## src/hw/rtl/assert_macros.svh

```systemverilog
// ----------------------------------------------------------------------------
// assert_macros.svh
// Short forms for the clocked concurrent assertions used in the RTL.
// ----------------------------------------------------------------------------
`ifndef ASSERT_MACROS_SVH
`define ASSERT_MACROS_SVH

// prop must hold at every edge out of reset
`define ASSERT_ALWAYS(lbl, clk, rst, prop) \
   lbl: assert property (@(posedge clk) disable iff (rst) (prop)) \
      else $error("assertion failed");

// cons must hold in the cycle after ante
`define ASSERT_NEXT(lbl, clk, rst, ante, cons) \
   lbl: assert property (@(posedge clk) disable iff (rst) (ante) |=> (cons)) \
      else $error("assertion failed");

`endif

```

## src/hw/rtl/hcbd_pkg.sv

```systemverilog
// ----------------------------------------------------------------------------
// hcbd_pkg
// Shared types, character codes and helpers for the chunked body decoder.
// ----------------------------------------------------------------------------
`timescale 1ns / 1ps

package hcbd_pkg;

   localparam int LINE_LIMIT_DEF = 64;
   localparam int SIZE_WIDTH_DEF = 32;

   localparam logic [7:0] CHAR_TAB   = 8'h09;
   localparam logic [7:0] CHAR_LF    = 8'h0A;
   localparam logic [7:0] CHAR_CR    = 8'h0D;
   localparam logic [7:0] CHAR_SPACE = 8'h20;
   localparam logic [7:0] CHAR_SEMI  = 8'h3B;
   localparam logic [7:0] CHAR_0     = 8'h30;
   localparam logic [7:0] CHAR_9     = 8'h39;
   localparam logic [7:0] CHAR_UA    = 8'h41;
   localparam logic [7:0] CHAR_UF    = 8'h46;
   localparam logic [7:0] CHAR_LA    = 8'h61;
   localparam logic [7:0] CHAR_LF_HEX = 8'h66;  // 'f'
   localparam logic [7:0] HEX_TEN    = 8'd10;

   typedef enum logic [1:0] {
      PH_SIZE,
      PH_DATA,
      PH_SKIP,
      PH_DONE
   } hcbd_phase_type;

   // one result word, packed framing_error, decode_done, out_valid, out_byte
   typedef struct packed {
      logic       framing_error;
      logic       decode_done;
      logic       out_valid;
      logic [7:0] out_byte;
   } hcbd_result_type;

   typedef struct packed {
      logic       ok;
      logic [3:0] val;
   } hcbd_hex_type;

   function automatic hcbd_hex_type hex_decode(input logic [7:0] c);
      hcbd_hex_type r;
      logic [7:0]   d;
      r = '0;
      d = '0;
      if (c >= CHAR_0 && c <= CHAR_9) begin
         d     = c - CHAR_0;
         r.ok  = 1'b1;
         r.val = d[3:0];
      end else if (c >= CHAR_LA && c <= CHAR_LF_HEX) begin
         d     = c - CHAR_LA + HEX_TEN;
         r.ok  = 1'b1;
         r.val = d[3:0];
      end else if (c >= CHAR_UA && c <= CHAR_UF) begin
         d     = c - CHAR_UA + HEX_TEN;
         r.ok  = 1'b1;
         r.val = d[3:0];
      end
      return r;
   endfunction

endpackage

```

## src/hw/rtl/hcbd_decoder.sv

```systemverilog
// ----------------------------------------------------------------------------
// hcbd_decoder
// Chunk framing state and per-byte decode; state advances on step_en.
// ----------------------------------------------------------------------------
`timescale 1ns / 1ps

module hcbd_decoder #(
   parameter int LINE_LIMIT = hcbd_pkg::LINE_LIMIT_DEF,
   parameter int SIZE_WIDTH = hcbd_pkg::SIZE_WIDTH_DEF
) (
   input  logic                      clock,
   input  logic                      reset,
   input  logic                      step_en,
   input  logic                      chunked_mode,
   input  logic [7:0]                data_byte,
   input  logic                      body_start,
   output hcbd_pkg::hcbd_result_type result
);
   import hcbd_pkg::*;

   localparam int LCW = $clog2(LINE_LIMIT);

   localparam logic [LCW:0] LIMIT_W = LCW'(0) + (LCW+1)'(LINE_LIMIT);
   localparam logic [LCW:0] ONE_W   = (LCW+1)'(1);

   hcbd_phase_type        phase_ff, phase_in, phase_c;
   logic [SIZE_WIDTH-1:0] bytes_left_ff, bytes_left_in, bytes_left_c;
   logic [SIZE_WIDTH-1:0] size_accum_ff, size_accum_in, size_accum_c;
   logic                  digit_seen_ff, digit_seen_in, digit_seen_c;
   logic                  size_stopped_ff, size_stopped_in, size_stopped_c;
   logic [LCW-1:0]        line_count_ff, line_count_in, line_count_c;
   logic                  pending_cr_ff, pending_cr_in, pending_cr_c;
   logic                  error_seen_ff, error_seen_in, error_seen_c;

   hcbd_hex_type          hex;
   logic                  err_after_cr;
   logic                  is_stop;

   // body_start clears the decoder before the byte is looked at
   always_comb begin
      if (body_start) begin
         phase_c        = PH_SIZE;
         bytes_left_c   = '0;
         size_accum_c   = '0;
         digit_seen_c   = 1'b0;
         size_stopped_c = 1'b0;
         line_count_c   = '0;
         pending_cr_c   = 1'b0;
         error_seen_c   = 1'b0;
      end else begin
         phase_c        = phase_ff;
         bytes_left_c   = bytes_left_ff;
         size_accum_c   = size_accum_ff;
         digit_seen_c   = digit_seen_ff;
         size_stopped_c = size_stopped_ff;
         line_count_c   = line_count_ff;
         pending_cr_c   = pending_cr_ff;
         error_seen_c   = error_seen_ff;
      end
   end

   assign hex          = hex_decode(data_byte);
   assign err_after_cr = error_seen_c | (pending_cr_c & ~size_stopped_c);
   assign is_stop      = (data_byte == CHAR_SEMI) || (data_byte == CHAR_SPACE) ||
                         (data_byte == CHAR_TAB);

   // next state
   always_comb begin
      phase_in        = phase_c;
      bytes_left_in   = bytes_left_c;
      size_accum_in   = size_accum_c;
      digit_seen_in   = digit_seen_c;
      size_stopped_in = size_stopped_c;
      line_count_in   = line_count_c;
      pending_cr_in   = pending_cr_c;
      error_seen_in   = error_seen_c;
      if (chunked_mode) begin
         case (phase_c)
            PH_SIZE: begin
               if (data_byte == CHAR_LF) begin
                  if (error_seen_c || !digit_seen_c) begin
                     error_seen_in = 1'b1;
                     phase_in      = PH_DONE;
                  end else if (size_accum_c == '0) begin
                     phase_in = PH_DONE;
                  end else begin
                     bytes_left_in = size_accum_c;
                     phase_in      = PH_DATA;
                  end
                  size_accum_in   = '0;
                  digit_seen_in   = 1'b0;
                  size_stopped_in = 1'b0;
                  line_count_in   = '0;
                  pending_cr_in   = 1'b0;
               end else if (({1'b0, line_count_c} + ONE_W) < LIMIT_W) begin
                  line_count_in = line_count_c + LCW'(1);
                  pending_cr_in = 1'b0;
                  error_seen_in = err_after_cr;
                  if (!size_stopped_c && !err_after_cr) begin
                     if (is_stop) begin
                        size_stopped_in = 1'b1;
                     end else if (data_byte == CHAR_CR) begin
                        pending_cr_in = 1'b1;
                     end else if (!hex.ok) begin
                        error_seen_in = 1'b1;
                     end else if (size_accum_c[SIZE_WIDTH-1 -: 4] != 4'd0) begin
                        error_seen_in = 1'b1;  // next digit would overflow
                     end else begin
                        size_accum_in = {size_accum_c[SIZE_WIDTH-5:0], hex.val};
                        digit_seen_in = 1'b1;
                     end
                  end
               end
            end
            PH_DATA: begin
               bytes_left_in = bytes_left_c - SIZE_WIDTH'(1);
               if (bytes_left_c == SIZE_WIDTH'(1)) begin
                  phase_in = PH_SKIP;
               end
            end
            PH_SKIP: begin
               if (data_byte == CHAR_LF) begin
                  phase_in = PH_SIZE;
               end
            end
            default: begin
            end
         endcase
      end
   end

   // result word
   always_comb begin
      result = '0;
      if (!chunked_mode) begin
         result.out_valid = 1'b1;
         result.out_byte  = data_byte;
      end else begin
         if (phase_c == PH_DATA) begin
            result.out_valid = 1'b1;
            result.out_byte  = data_byte;
         end
         result.decode_done   = (phase_in == PH_DONE);
         result.framing_error = (phase_in == PH_DONE) && error_seen_in;
      end
   end

   always_ff @(posedge clock) begin
      if (reset) begin
         phase_ff        <= PH_SIZE;
         bytes_left_ff   <= '0;
         size_accum_ff   <= '0;
         digit_seen_ff   <= 1'b0;
         size_stopped_ff <= 1'b0;
         line_count_ff   <= '0;
         pending_cr_ff   <= 1'b0;
         error_seen_ff   <= 1'b0;
      end else if (step_en) begin
         phase_ff        <= phase_in;
         bytes_left_ff   <= bytes_left_in;
         size_accum_ff   <= size_accum_in;
         digit_seen_ff   <= digit_seen_in;
         size_stopped_ff <= size_stopped_in;
         line_count_ff   <= line_count_in;
         pending_cr_ff   <= pending_cr_in;
         error_seen_ff   <= error_seen_in;
      end
   end

endmodule

```

## src/hw/rtl/http_chunked_body_decoder.sv

```systemverilog
// ----------------------------------------------------------------------------
// http_chunked_body_decoder
// HTTP/1.1 body decoder: takes one body byte per word on req_, gives one
// result word per byte on rsp_. With csr_wdata written as 1 it strips chunked
// framing (hex size line up to LF, extensions after ';', space or tab
// ignored, only the first LINE_LIMIT-1 line characters counted), forwards the
// chunk data with out_valid set and reports decode_done / framing_error once
// the zero chunk or a bad or overflowing size line ends the body; written as
// 0 it forwards every byte. req_tuser set on a word restarts the decoder for
// a new body. Rate: one word per cycle sustained while rsp_ does not stall;
// an input register feeds the combinational decode step, which loads the
// result register. Either side may stall; a full input register holds one
// word while the result waits. Write csr_ only while idle.
// ----------------------------------------------------------------------------
`timescale 1ns / 1ps
`include "assert_macros.svh"

module http_chunked_body_decoder #(
   parameter int LINE_LIMIT = hcbd_pkg::LINE_LIMIT_DEF,  // 4 .. 256
   parameter int SIZE_WIDTH = hcbd_pkg::SIZE_WIDTH_DEF   // 8 .. 64
) (
   input  logic       clock,
   input  logic       reset,
   // config
   input  logic       csr_we,
   input  logic       csr_wdata,      // chunked_mode
   // input words
   input  logic       req_tvalid,
   output logic       req_tready,
   input  logic [7:0] req_tdata,      // [7:0] data_byte
   input  logic       req_tuser,      // [0] body_start
   // result words
   output logic       rsp_tvalid,
   input  logic       rsp_tready,
   output logic [7:0] rsp_tdata,      // [7:0] out_byte
   output logic [2:0] rsp_tuser       // [0] out_valid, [1] decode_done,
                                      // [2] framing_error
);
   import hcbd_pkg::*;

   logic            mode_ff;

   // input register
   logic            in_valid_ff;
   logic [7:0]      in_byte_ff;
   logic            in_start_ff;

   // result register
   logic            out_valid_ff;
   hcbd_result_type out_res_ff;

   hcbd_result_type step_res;
   logic            advance;   // result register free to load this cycle
   logic            step_en;   // decode the held byte this cycle

   assign advance    = !out_valid_ff || rsp_tready;
   assign step_en    = in_valid_ff && advance;
   assign req_tready = !in_valid_ff || advance;

   always_ff @(posedge clock) begin
      if (reset) begin
         mode_ff <= 1'b0;
      end else if (csr_we) begin
         mode_ff <= csr_wdata;
      end
   end

   always_ff @(posedge clock) begin
      if (reset) begin
         in_valid_ff <= 1'b0;
      end else if (req_tready) begin
         in_valid_ff <= req_tvalid;
      end
   end

   always_ff @(posedge clock) begin
      if (req_tready && req_tvalid) begin
         in_byte_ff  <= req_tdata;
         in_start_ff <= req_tuser;
      end
   end

   // framing state lives here; it steps once per decoded byte
   hcbd_decoder #(
      .LINE_LIMIT (LINE_LIMIT),
      .SIZE_WIDTH (SIZE_WIDTH)
   ) u_decoder (
      .clock        (clock),
      .reset        (reset),
      .step_en      (step_en),
      .chunked_mode (mode_ff),
      .data_byte    (in_byte_ff),
      .body_start   (in_start_ff),
      .result       (step_res)
   );

   always_ff @(posedge clock) begin
      if (reset) begin
         out_valid_ff <= 1'b0;
      end else if (advance) begin
         out_valid_ff <= in_valid_ff;
      end
   end

   always_ff @(posedge clock) begin
      if (step_en) begin
         out_res_ff <= step_res;
      end
   end

   assign rsp_tvalid = out_valid_ff;
   assign rsp_tdata  = out_res_ff.out_byte;
   assign rsp_tuser  = {out_res_ff.framing_error, out_res_ff.decode_done,
                        out_res_ff.out_valid};

   // an error is only ever reported together with done
   `ASSERT_ALWAYS(a_err_implies_done, clock, reset,
      !(rsp_tvalid && rsp_tuser[2] && !rsp_tuser[1]))
   // a payload byte never comes out once decoding has ended
   `ASSERT_ALWAYS(a_payload_not_done, clock, reset,
      !(rsp_tvalid && rsp_tuser[0] && rsp_tuser[1]))
   // non-payload words carry a zero byte
   `ASSERT_ALWAYS(a_zero_fill, clock, reset,
      !(rsp_tvalid && !rsp_tuser[0] && (rsp_tdata != 8'd0)))
   // both registers full and output stalled: no room for another word
   `ASSERT_ALWAYS(a_full_backpressure, clock, reset,
      !(in_valid_ff && rsp_tvalid && !rsp_tready && req_tready))
   // a held byte moves into a free result register on the next edge
   `ASSERT_NEXT(a_step_loads, clock, reset, step_en, rsp_tvalid)

endmodule
```

## config.mk

```make
export PLATFORM = sky130hd
export DESIGN_NAME = http_chunked_body_decoder
export DESIGN_NICKNAME = d
export VERILOG_FILES = /design/src/hw/rtl/hcbd_pkg.sv /design/src/hw/rtl/hcbd_decoder.sv /design/src/hw/rtl/http_chunked_body_decoder.sv
export VERILOG_INCLUDE_DIRS = /design/src /design/src/hw/rtl
export SDC_FILE = /design/constraint.sdc
export NUM_CORES = 1
export LEC_CHECK = 0
export BUFFER_PORTS_ARGS = -buffer_cell sky130_fd_sc_hd__buf_2
export CORE_MARGIN = 5
export CORE_UTILIZATION = 55
export CTS_BUF_LIST = sky130_fd_sc_hd__clkbuf_4
export DETAILED_ROUTE_END_ITERATION = 8
export PLACE_DENSITY = 0.72
export SLEW_MARGIN = 20
export SYNTH_ARGS = -nofsm -noshare
export SYNTH_HDL_FRONTEND = slang
export SYNTH_SLANG_ARGS = --single-unit
```

## constraint.sdc

```tcl
create_clock -name clock -period 3.8 [get_ports clock]
set_clock_uncertainty 0.15 [all_clocks]
set_input_delay 0.76 -clock clock [delete_from_list [all_inputs] [get_ports clock]]
set_output_delay 0.76 -clock clock [all_outputs]
set_load 0.005 [all_outputs]
```

==> results.md, run 1 <==
* Synth Net Count at 810
* Chip width at 116.9 um
* Via count at 6476
* Die Area at 0.01368 mm2
* PortBufs at 27
* Register area share after synthesis at 34.69%
* Synth Flop Type: dfxtp_1
* Post-Syn Instances at 788
* Post-CTS resize count at 0
* Synth warnings at 0
* Setup repair bufs after CTS at 0
* Starting Density at 55.56%
* Status: completed
* CP Cell Sequence: nor4_1, nand4_1, o211ai_2, buf_4, mux2_2, a222oi_1, o31ai_1
* ANT cells at 0
* Crit-path max cell delay at 0.72 ns
* Wire per inst at 21.87 um
* Fin. Hold Viols at 0
* Synth Area per Inst at 7.982 um2
* Clock period minus worst slack at 3.171 ns
* FF+latch count, synth at 99
* CTS max path bufs at 2
* Maximum clock frequency at 315.3 MHz
* Post-route setup TNS at 0 ns
* Library cells used by synthesis at 79
* # IOs at 28
* Place WS at 0.6497 ns
* RePlAce Congestion at 0.9467
* Fraction of layout cells with a size suffix above 1 at 11.25%
* Initial antenna violation count at 0
* Core region area at 0.01132 mm2
* Clock Pin Slew Worst Setup and Hold Paths at 0.17 ns
* Most frequent cells in the layout: nand2_1 (107), o21ai_0 (85), dfxtp_1 (79)
* First-pass GRT wire length at 32460 um
* Dominant cells by area after synthesis: dfxtp_1 (25%), edfxtp_1 (9.5%), o21ai_0 (6.8%), nand2_1 (6.4%), a21oi_1 (4.5%)
* Worst relative slew slack at 33.10%
* Clk sink count at 99
* Fill count at 1027
* Htree depth at 3
* CTS Buf Count at 9
* # Max-Cap Violations at 0
* Worst vdd ir at 0.0002894 V
* Largest net degree at the start of global routing at 58
* GRT Util Overall at 30.55%
* Async S/R FF share, synth at 0%
* Clock Latency Late Sink at 0.49 ns
* Drt via density at 6.934
* DR top layer: met4
* Routed wl met3 at 1839 um
* Final #Nets at 808
* Final worst slack at 0.6286 ns
* Root buf cell: clkbuf_4
* Routed WL at 20430 um
* Final number of setup-violating endpoints at 0
* Worst-margin pin slew at 0.9930 ns
* Yosys top cell by area: dfxtp_1
* Mapped Area at 0.006290 mm2
* CP startpoint kind: flip-flop
* RSZ-0062 raised after global routing: false
* Hold crit path type: in -> reg
* Static Leakage at 0.002163 uW
* Number of synthesized flops with an enable pin at 20
* Wl on met1 at 8751 um
* Commonest non-fill, non-tap cell in the layout: nand2_1
* Vias in the first global route at 6017
* Drt first pass iters at 7
* Die Height at 116.9 um
* HPWL Detailed at 14160 um
* Area fraction of the dominant cell type after synthesis at 25.14%
* Max FO, Critical Path at 30
* Residual DRC at 0
* Slowest CP cell: nor4_1
* Drt initial violations at 963
* TritonCTS clock tree: built
* Critical path arrival at 3.42 ns
* Layout area overhead at 5.053%
* Total global routing overflow at 0
* CTS Hold Buffers Added at 0
* Critical path class: reg -> reg
* Routed wl met2 at 9013 um
* # rows at 39
* CP Capture Type: flip-flop
* Max Slew Vio Count at 0
* Detail Route Antenna Nets at 0
* Pwr per Cell Area at 304.6 mW/mm2
* Final period utilization at 83.46%
* Crit path required time at 4.05 ns
metrics by stage:
stage | instances | util, % | cell area, um2 | power [uW] | hold WS (ns)
after floorplan | 788 | - | 6290 | 1323 | 0.3041
after global placement | 918 | 57.06 | 6460 | 1402 | 0.3241
after detailed placement | 918 | 57.06 | 6460 | 1409 | 0.3362
after CTS | 934 | 58.37 | 6608 | 2010 | 0.2508
after global routing | 934 | 58.37 | 6608 | 2090 | 0.2366
final | 934 | 58.37 | 6608 | 2013 | 0.2770
cell type report:
| class | count | area [um2] | share of cell area, % |
|---|---|---|---|
| multi-input combinational | 616 | 3760 | 56.90 |
| sequential | 99 | 2182 | 33.02 |
| timing repair buffer | 45 | 282.8 | 4.279 |
| tap | 143 | 178.9 | 2.708 |
| clock inverter | 7 | 80.08 | 1.212 |
| clock buffer | 9 | 67.56 | 1.023 |
| inverter | 15 | 56.30 | 0.8521 |
Yosys cell counts (4+ instances only):
| library cell | n |
|---|---|
| a211oi_1 | 16 |
| a21oi_1 | 57 |
| a221oi_1 | 8 |
| a22o_1 | 7 |
| a311oi_1 | 4 |
| a31oi_1 | 15 |
| a32oi_1 | 4 |
| and2_1 | 14 |
| and3_1 | 6 |
| and4_1 | 4 |
| buf_2 | 11 |
| buf_4 | 4 |
| buf_6 | 6 |
| clkbuf_1 | 34 |
| dfxtp_1 | 79 |
| edfxtp_1 | 20 |
| ha_1 | 7 |
| inv_1 | 12 |
| mux2_2 | 7 |
| mux2i_1 | 11 |
| nand2_1 | 107 |
| nand2b_1 | 6 |
| nand3_1 | 21 |
| nand4_1 | 5 |
| nor2_1 | 45 |
| nor2b_1 | 13 |
| nor3_1 | 19 |
| nor4_1 | 16 |
| nor4_2 | 5 |
| o211ai_1 | 33 |
| o21a_1 | 4 |
| o21ai_0 | 85 |
| o21ai_1 | 4 |
| o22ai_1 | 6 |
| o31a_1 | 4 |
| o31ai_1 | 10 |
| o32ai_1 | 4 |
| or3_1 | 7 |
| xnor2_1 | 4 |
critical path, delay by kind of cell, from the launching register on:
family	cells	cell delay (ns)
compound gates	3	0.61
buf+inv	1	0.41
mux	1	0.39
flops	1	0.43
simple gates	2	1.07
flip-flops by register name, indices dropped and copies added (netlist names):
register,count
u_decoder.bytes_left_ff,32
rsp_tvalid,1
rsp_tuser,3
u_decoder.error_seen_ff,1
mode_ff,1
u_decoder.phase_ff,2
rsp_tdata,8
u_decoder.digit_seen_ff,1
u_decoder.size_accum_ff,32
u_decoder.pending_cr_ff,1
u_decoder.size_stopped_ff,1
in_start_ff,1
u_decoder.line_count_ff,6
in_valid_ff,1
in_byte_ff,8
kinds of logic after synthesis:
kind of cell	after synthesis	synth area share, %
compound gates	299	31.49
simple gates	284	22.68
flops	99	34.69
buf+inv	73	5.530
mux	19	3.243
xor+xnor	7	0.9748
fa+ha+maj	7	1.392
routing by layer:
layer | GRT usage (%) | vias to the layer above
met5 | 0 | -
met4 | 12.92 | 0
met3 | 7.661 | 70
met2 | 46.15 | 326
met1 | 41.65 | 3094
li1 | - | 2986
worst paths after layout:
kind,startpoint,to,slack [ns],cells after the start
max,u_decoder.size_accum_ff[28],u_decoder.bytes_left_ff[4],0.63,7
min reg2reg,u_decoder.pending_cr_ff,u_decoder.pending_cr_ff,0.36,2
min,req_tdata[7],in_byte_ff[7],0.28,1
max reg2reg,u_decoder.size_accum_ff[28],u_decoder.bytes_left_ff[4],0.63,7
power by group:
group          internal [uW]  leakage, uW  switching [uW]
combinational           85.5      0.00126             190
clock                    210    0.0000740             408
sequential              1090     0.000828            25.8
No activity file was read; power rests on OpenSTA's default activity.
==> run 2: changes to the inputs <==
- PLACE_DENSITY: 0.72 -> 0.75
- clock period: 3.8 -> 2.6 ns (I/O delays scaled with it)
==> run 2 against run 1 <==
Final area up 11%. Sequential power up 46%. Wire length up 4.1%. Hold slack worse by 0.26 ns. First-iteration DRC count down 5.7%. Clock power up 34%. Global-route usage up 1.2 points. Flip-flop and latch count unchanged. Critical path depth down 1. Critical path type unchanged. Critical endpoint is now u_decoder.size_accum_ff[0]. Highest routed layer unchanged.
==> results.md, run 2 (synthesis results as in run 1) <==
* Status: completed
* Drt initial violations at 908
* Slowest CP cell: or4b_1
* Final #Nets at 884
* Clock Latency Late Sink at 0.51 ns
* Wire per inst at 21.06 um
* WP buf/inv at 0
* Pwr per Cell Area at 402.0 mW/mm2
* Maximum clock frequency at 400.8 MHz
* Final period utilization at 95.95%
* Switching part of the total power at 32.44%
* Worst vdd ir at 0.0004224 V
* Final number of setup-violating endpoints at 0
* Vias in the first global route at 6304
* Top cell family by delay on the critical path: compound AO/OA/AOI/OAI gates
* Top flop regs: u_decoder.bytes_left_ff (32), u_decoder.size_accum_ff (32)
* Htree depth at 3
* Fill count at 1016
* Crit path required time at 2.89 ns
* Residual DRC at 0
* First-pass GRT wire length at 33760 um
* Clock period minus worst slack at 2.495 ns
* Detail Route Antenna Nets at 0
* Initial antenna violation count at 0
* Worst-margin pin slew at 0.9962 ns
* HPWL Detailed at 15440 um
* CP startpoint kind: flip-flop
* Clock power frac at 28.1%
* Max FO, Critical Path at 8
* Multi-input gate area at 0.003854 mm2
* Static Leakage at 0.002579 uW
* Crit-path max cell delay at 0.56 ns
* CP Capture Type: flip-flop
* GRT Util Overall at 31.79%
* Clock Pin Slew Worst Setup and Hold Paths at 0.18 ns
* Drt via density at 6.730
* Placed instance area at 0.007056 mm2
* Finished Core Util at 64.66%
* Critical path class: reg -> reg
* Largest net degree at the start of global routing at 54
* Sequential Area at 0.002185 mm2
* Total global routing overflow at 0
* Layout area overhead at 16.37%
* Worst relative slew slack at 32.88%
* Most frequent cells in the layout: nand2_1 (106), buf_4 (86), dfxtp_1 (77)
* Die Height at 116.9 um
* Die Area at 0.01368 mm2
* Clk sink count at 99
* CP Cell Sequence: or4b_1, a311oi_2, o22a_2, and3_2, a21oi_1, a221oi_2
* Starting Density at 55.56%
* Root buf cell: clkbuf_4
* Fraction of layout cells with a size suffix above 1 at 21.11%
* Fin. Hold Viols at 0
* Cell-internal power at 1988 uW
* Critical path arrival at 2.79 ns
* Switch Pwr at 954.6 uW
* Flop pwr share at 55.3%
* # IOs at 28
* Fin cells at 1010
* Chip width at 116.9 um
* # Max-Cap Violations at 0
* Finished Cell Area at 0.007320 mm2
* ANT cells at 0
* Routed WL at 21280 um
* Hold crit path type: in -> reg
* Max Slew Vio Count at 0
* CTS Buf Count at 9
* Inst Count DP at 989
* CTS max path bufs at 2
* Drt first pass iters at 5
* Core region area at 0.01132 mm2
* Hold slack at 0.01602 ns
* RePlAce Congestion at 0.9502
* Post-route setup TNS at 0 ns
* TritonCTS clock tree: built
* RSZ-0062 raised after global routing: true
* PortBufs at 27
* Comb power frac at 16.6%
* # rows at 39
* Via count at 6797
* Commonest non-fill, non-tap cell in the layout: nand2_1
## run 2: cell type report
| class | instances | area share [%] |
|---|---|---|
| Multi-Input combinational cell | 616 | 52.65 |
| Inverter | 15 | 0.8376 |
| Timing Repair Buffer | 121 | 12.46 |
| Clock inverter | 7 | 0.8376 |
| Sequential cell | 99 | 29.85 |
| Clock buffer | 9 | 0.9231 |
| Tap cell | 143 | 2.444 |
## run 2: final timing paths
| check | startpoint | endpoint | slack (ns) | cells past startpoint |
|---|---|---|---|---|
| max | in_byte_ff[4] | u_decoder.size_accum_ff[0] | 0.11 | 6 |
| min | req_tdata[5] | in_byte_ff[5] | 0.02 | 1 |
| max reg2reg | in_byte_ff[4] | u_decoder.size_accum_ff[0] | 0.11 | 6 |
| min reg2reg | u_decoder.pending_cr_ff | u_decoder.pending_cr_ff | 0.35 | 2 |
## run 2: what timing repair did
| action | CTS | global route |
|---|---|---|
| hold buffers | 0 | 2 |
| endpoints found under the setup margin | 3 | 41 |
| gates resized for setup | 3 | 19 |
| pin swaps | 0 | 3 |
| setup buffers | 0 | 3 |
| endpoints found under the hold margin | 0 | 2 |
## run 2: routing by layer
layer	GRT usage [%]	vias up	wire length, um
li1	-	3132	-
met1	45.11	3268	9234
met2	47.90	349	9500
met3	7.301	48	1976
met4	10.55	0	563
met5	0	-	0
## run 2: power by group through the flow
stage	Clock (uW)	Combinational, uW	Sequential, uW
2_1_floorplan	0	288	1650
3_3_place_gp	0	447	1660
3_5_place_dp	0	456	1660
4_1_cts	833	460	1630
5_1_grt	877	521	1630
6_report	828	487	1630
## run 2: per-stage QoR
step | worst slack, ns | total power (uW)
after floorplan | -0.03968 | 1943
after global placement | 0.05663 | 2105
after detailed placement | 0.03197 | 2114
after CTS | 0.009118 | 2918
after global routing | -0.02387 | 3030
final | 0.1052 | 2943
==> run 3: changes to the inputs <==
- CORE_UTILIZATION: 55 -> 58
- PLACE_DENSITY: 0.75 -> 0.79
==> run 3 against run 2 <==
Die area is 4.7% lower. First-iteration DRC count is 1.5% higher. Maximum frequency is 1.3% lower. Wire length hardly changed. Clock-buffer cell count is 1 higher. Largest cell class unchanged.
==> results.md, run 3 (synthesis results as in run 1) <==
* Starting Density at 58.54%
* Worst hold endpoint: in_byte_ff[6]
* Detail Route Antenna Nets at 0
* # rows at 38
* Root buf cell: clkbuf_4
* Static Leakage at 0.002615 uW
* Final period utilization at 97.18%
* Clk sink count at 99
* Worst-margin pin slew at 0.7417 ns
* PortBufs at 27
* Drt initial violations at 922
* Top flop regs: u_decoder.bytes_left_ff (32), u_decoder.size_accum_ff (32)
* Residual DRC at 0
* Worst relative slew slack at 50.37%
* ANT cells at 0
* R2r worst-path depth at 9
* Routed WL at 21290 um
* Core region area at 0.01075 mm2
* Layout area overhead at 17.78%
* Total global routing overflow at 0
* CP startpoint kind: flip-flop
* Critical path arrival at 2.78 ns
* R2R setup slack at 0.07 ns
* Final number of setup-violating endpoints at 0
* TritonCTS clock tree: built
* First-pass GRT wire length at 33890 um
* R2r endpoint: u_decoder.size_accum_ff[16]
* Flop pwr share at 55.6%
* Fraction of layout cells with a size suffix above 1 at 21.70%
* Post-route setup TNS at 0 ns
* Inst Count DP at 979
* Comb power frac at 17.1%
* Max Slew Vio Count at 0
* Clock period minus worst slack at 2.527 ns
* Cell-internal power at 2007 uW
* Via count at 6863
* Sequential Area at 0.002183 mm2
* Commonest non-fill, non-tap cell in the layout: nand2_1
* Worst r2r src: in_byte_ff[1]
* Finished Cell Area at 0.007408 mm2
* Clock power frac at 27.3%
* Switching part of the total power at 31.54%
* Status: completed
* Die Area at 0.01303 mm2
* # IOs at 28
* Htree depth at 3
* Crit path launch: in_byte_ff[1]
* Switch Pwr at 924.3 uW
* Pwr per Cell Area at 395.6 mW/mm2
* CP Capture Type: flip-flop
* Fill count at 896
* Clock Latency Late Sink at 0.51 ns
* Placed instance area at 0.006999 mm2
* Initial antenna violation count at 1
* Drt first pass iters at 6
* Drt via density at 6.788
* Die Height at 114.1 um
* Multi-input gate area at 0.003900 mm2
* Most frequent cells in the layout: nand2_1 (106), buf_4 (81), dfxtp_1 (78)
* Hold crit path type: in -> reg
* HPWL Detailed at 15320 um
* # Max-Cap Violations at 0
* Clock Pin Slew Worst Setup and Hold Paths at 0.16 ns
* Chip width at 114.1 um
* Vias in the first global route at 6506
* Fin cells at 1011
* Hold depth at 1
* Largest net degree at the start of global routing at 53
* Maximum clock frequency at 395.8 MHz
* CTS max path bufs at 2
* RSZ-0062 raised after global routing: true
* GRT Util Overall at 32.90%
* Worst hold path startpoint: req_tdata[6]
* Fin. Hold Viols at 0
* Crit path required time at 2.86 ns
* Critical path class: reg -> reg
* Max FO, Critical Path at 27
* CTS Buf Count at 9
* Worst vdd ir at 0.0004268 V
* Final #Nets at 888
* Wire per inst at 21.06 um
* RePlAce Congestion at 0.9863
-- run 3: cell count changes in the layout (fill, tap and decap cells not counted), moves of 3 or more --
cell,delta
dlygate4sd3_1,+6
buf_4,-5
buf_6,+3
nor4_1,-3
o21ai_0,-3
-- run 3: what timing repair did --
item	CTS	global route
setup endpoints to repair	29	56
gates cloned	0	0
pin swaps	0	7
hold endpoints to repair	8	0
setup buffers	0	8
hold buffers	8	0
resized for setup	5	32
-- run 3: worst max path at each step --
| stage | slack, ns | to | cells after the start |
|---|---|---|---|
| after floorplan | -0.04 | u_decoder.size_accum_ff[28] | 16 |
| after global placement | 0.03 | u_decoder.bytes_left_ff[22] | 7 |
| after detailed placement | -0.02 | u_decoder.size_accum_ff[16] | 9 |
| after CTS | 0.03 | u_decoder.size_accum_ff[9] | 9 |
| after global routing | -0.05 | rsp_tuser[2] | 8 |
| final | 0.07 | u_decoder.size_accum_ff[16] | 9 |
-- run 3: cell type report --
| class | count | share of cell area, % |
|---|---|---|
| timing repair buffer | 125 | 13.07 |
| sequential | 99 | 29.47 |
| clock inverter | 6 | 0.6418 |
| multi-input combinational | 616 | 52.64 |
| clock buffer | 10 | 1.013 |
| tap | 140 | 2.364 |
| inverter | 15 | 0.7938 |
-- run 3: routing by layer --
metal | routed length [um] | global-route usage, % | up-vias
met5 | 15 | 0 | -
met4 | 775 | 15.20 | 2
met3 | 2402 | 9.038 | 75
met2 | 9552 | 50.39 | 409
met1 | 8541 | 43.24 | 3232
li1 | - | - | 3145
-- run 3: critical path: stages (launching register included) --
cell and delay (ns):
edfxtp_1 0.43, inv_1 0.14, ha_1 0.23, or3b_2 0.47
a21boi_2 0.21, o21ai_2 0.14, and4_4 0.22, buf_12 0.16
a32oi_1 0.20, o21ai_0 0.09
-- run 3: per-stage QoR --
| step | setup WS, ns | hold WS, ns | util, % | power (uW) |
|---|---|---|---|---|
| after global placement | 0.02978 | 0.3213 | 65.14 | 2102 |
| after global routing | -0.04737 | 0.01021 | 68.95 | 3037 |
| after detailed placement | -0.01986 | 0.3313 | 65.14 | 2114 |
| final | 0.07336 | 0.04670 | 68.95 | 2931 |
| after CTS | 0.02639 | 0.003565 | 67.22 | 2915 |
| after floorplan | -0.03968 | 0.3041 | - | 1943 |
-- run 3: power groups by stage --
stage / clock network (uW) / registers [uW] / logic, uW
floorplan: 0 / 1650 / 288
global route: 873 / 1630 / 532
global placement: 0 / 1660 / 444
finish: 801 / 1630 / 501
CTS: 821 / 1630 / 468
detailed placement: 0 / 1660 / 455
